<file path="src/rtl/pftbl_ram.sv">
`timescale 1ns / 1ps
module pftbl_ram #(
  parameter int unsigned WIDTH = 8,
  parameter int unsigned DEPTH = 2,
  localparam int unsigned AW = (DEPTH > 1) ? $clog2(DEPTH) : 1
) (
  input  logic             clk_i,
  input  logic             we_i,
  input  logic [AW-1:0]    waddr_i,
  input  logic [WIDTH-1:0] wdata_i,
  input  logic [AW-1:0]    raddr_i,
  output logic [WIDTH-1:0] rdata_o
);

  logic [WIDTH-1:0] mem_q [DEPTH];
  logic [WIDTH-1:0] rdata_q;

  always_ff @(posedge clk_i) begin
    if (we_i) begin
      mem_q[waddr_i] <= wdata_i;
    end
    rdata_q <= mem_q[raddr_i];
  end

  assign rdata_o = rdata_q;

endmodule

</file>
<file path="config.mk">
export PLATFORM = sky130hd
export DESIGN_NAME = pftbl_ram
export DESIGN_NICKNAME = d
export VERILOG_FILES = /design/src/rtl/pftbl_ram.sv
export SDC_FILE = /design/constraint.sdc
export NUM_CORES = 1
export LEC_CHECK = 0
export BUFFER_PORTS_ARGS = -buffer_cell sky130_fd_sc_hd__clkbuf_2
export CORE_MARGIN = 10
export CORE_UTILIZATION = 50
export DETAILED_ROUTE_END_ITERATION = 8
export PLACE_DENSITY = 0.76
export RECOVER_POWER = 25
export SLEW_MARGIN = 15
export SYNTH_ARGS = -nofsm -noshare
export SYNTH_HDL_FRONTEND = slang
export SYNTH_SLANG_ARGS = --single-unit
export TNS_END_PERCENT = 30
</file>
<file path="constraint.sdc">
create_clock -name clk_i -period 2.6 [get_ports clk_i]
set_input_delay 0.13 -clock clk_i [delete_from_list [all_inputs] [get_ports clk_i]]
set_output_delay 0.13 -clock clk_i [all_outputs]
set_load 0.1 [all_outputs]
</file>
==> summary.txt <==
Pwr
  • PnR Total Power: 0.000726 W
  • Maximum vdd drop: 0.489 mV
  • PwrDens: approximately 800 nW/µm²
  • Leakage: 0.377 nW

Run status
  • Status: finished, final reports clean

Route
  • DRC viols: 0
  • Routed vias: 349
  • Post-DRT Antenna Nets: 0
  • Post-DR wirelength/cell: 13.5 µm
  • Vias/cell: 4.78
  • Drt initial violations: 11
  • Post-Route WL: 984 µm
  • Router iterations before antenna repair: 3

Setup path
  • Crit path cell chain: clkbuf_2
  • Critical path class: reg -> out
  • Critical-path maximum fanout: 1
  • Arrival @ worst endpoint: 1.08 ns
  • Worst path top cell family by delay: buffers and inverters
  • Worst path max stage delay: 0.45 ns
  • Worst Setup End Kind: output pin
  • Crit-path slowest cell: clkbuf_2
  • Startpoint types: register
  • WP buf/inv: 1
  • Worst Path Required: ~2.5 ns

STA
  • Period minus WS final: 1.21 ns
  • Slew Limit Fails: 0
  • # setup viols final: 0
  • WHS: around 0.017 ns
  • Slew HR: 53.8%
  • Fmax: 0.830 GHz
  • Clock Skew: 0.00224 ns
  • Setup TNS: 0 ns
  • Slew @ Worst Pin: 0.692 ns
  • Fin. Hold Viols: 0
  • Final period utilization: 46.4%
  • Unrepaired setup endpoints after global routing: false

Synthesis
  • Syn_nets: 47
  • Complex-gate fraction of the synthesized area: 0%
  • Simple-gate share of the synthesized area: 1.59%
  • Synthesized area: 785 µm²
  • Largest family of logic cells by synthesized area: multiplexers
  • Yosys cell types: 6
  • Synth warn: 0
  • Post-synthesis sequential area ratio: 81.7%
  • Proportion of synthesized area in mux cells: 15.3%
  • Adder-Cell Fraction of Synth Area: 0%
  • Post-Syn Area per Cell: 22.4 µm²
  • XOR/XNOR Fraction of Synth Area: 0%
  • Yosys reg bits: 24
  • Synth Instances: 35

Floorplanning
  • Site Rows: 14
  • Die W: a little under 60 µm
  • Full die area: 3550 µm²
  • Starting Density: between 50% and 60%
  • CORE AREA: between 1000 and 1500 µm²
  • # IOs: 20
  • Die Y: 59.6 µm

Layout
  • Antenna Cells: 0
  • Layout cells sized above 1: 49.1%
  • Non-filler cells, final: 73
  • Layout net count: 70
  • Layout area overhead: 16.3%
  • Finished Core Util: approximately three fifths

Placed design
  • Routability congestion estimate: 0.712
  • DP Cell Count: 69
  • IO Port Bufs: 19

Clock network
  • H-tree levels: 1
  • Clock transition at path regs: 0.12 ns
  • CTS max path bufs: 2
  • Clk_lat worst skew: 0.29 ns
  • CTS root buffer: clkbuf_4
  • CTS sink cnt: 24
  • CTS tree: done
  • # resized after CTS: 0
  • Postcts setup bufs: 0
  • Clock buffer count from CTS: 3
  • # hold bufs at CTS: 0

GRT
  • GRT Util Overall: about 5.8%
  • Largest net degree at the start of global routing: 14
  • Initial antenna violation count: 0
  • GRT overflow: 0
  • First-pass GRT wire length: about 1.6 mm
  • Number of global-route vias before repair: 360

Hold path
  • Worst hold path type: in -> reg

Job
  • Max-cap violations: 0
final cells by class:
type / instances / area, µm²
flip-flops and latches: 24 / 641
multi-input cells: 10 / 133
repair buffers: 19 / 92.6
clock buffers: 3 / 22.5
clock inverters: 1 / 3.75
well taps: 16 / 20.0
fillers: 107 / 577
per-layer routing:
metal  wire [µm]  GRT usage, %
met5           0             0
met1         364          6.42
met2         503          9.51
met4           0          1.92
met3         116          3.00
power by group:
group	leakage [nW]	switching, W	internal, W
Sequential	0.218	0.00000655	0.000437
Combinational	0.144	0.000102	0.0000297
Clock	0.0154	0.0000955	0.0000558
Total	0.377	0.000204	0.000522
path summary, 6_finish.rpt:
check	startpoint	end	slack, ns	depth (start not counted)
worst max register to register	mem_q[0][7]$_DFFE_PP_	rdata_o[7]$_DFF_P_	1.85	1
worst min register to register	mem_q[1][3]$_DFFE_PP_	rdata_o[3]$_DFF_P_	0.49	1
worst min-delay path	wdata_i[7]	mem_q[1][7]$_DFFE_PP_	0.02	1
worst max-delay path	rdata_o[6]$_DFF_P_	rdata_o[6]	1.39	1
logic make-up (layout without fill, tap and decap cells):
kind of cell  after synthesis  count (layout)
mux                         8               8
buf+inv                     1              23
flops                      24              24
simple gates                2               2
flip-flops by register name (all words and copies together) (netlist names):
register	cells
mem_q	16
rdata_o	8
cells in the mapped netlist:
master	instances	area [µm²]
edfxtp_1	16	480
dfxtp_1	8	160
mux2_4	8	120
and2_1	1	6.26
buf_6	1	11.3
nor2b_1	1	6.26
stage by stage:
| stage | worst slack (ns) | cell area, µm² |
|---|---|---|
| detailed placement | 1.43 | 888 |
| finish | 1.39 | 912 |
| CTS | 1.38 | 915 |
| floorplan | 1.56 | 785 |
| global route | 1.35 | 912 |
| global placement | 1.50 | 888 |
cell usage in the layout (no fill, tap or decap):
cell,netlist,routed
and2_1,1,1
clkbuf_1,0,2
clkbuf_2,0,17
clkbuf_4,0,3
clkinv_1,0,1
dfxtp_1,8,8
edfxtp_1,16,16
mux2_4,8,8
nor2b_1,1,1
No activity file was read; power rests on OpenSTA's default activity.
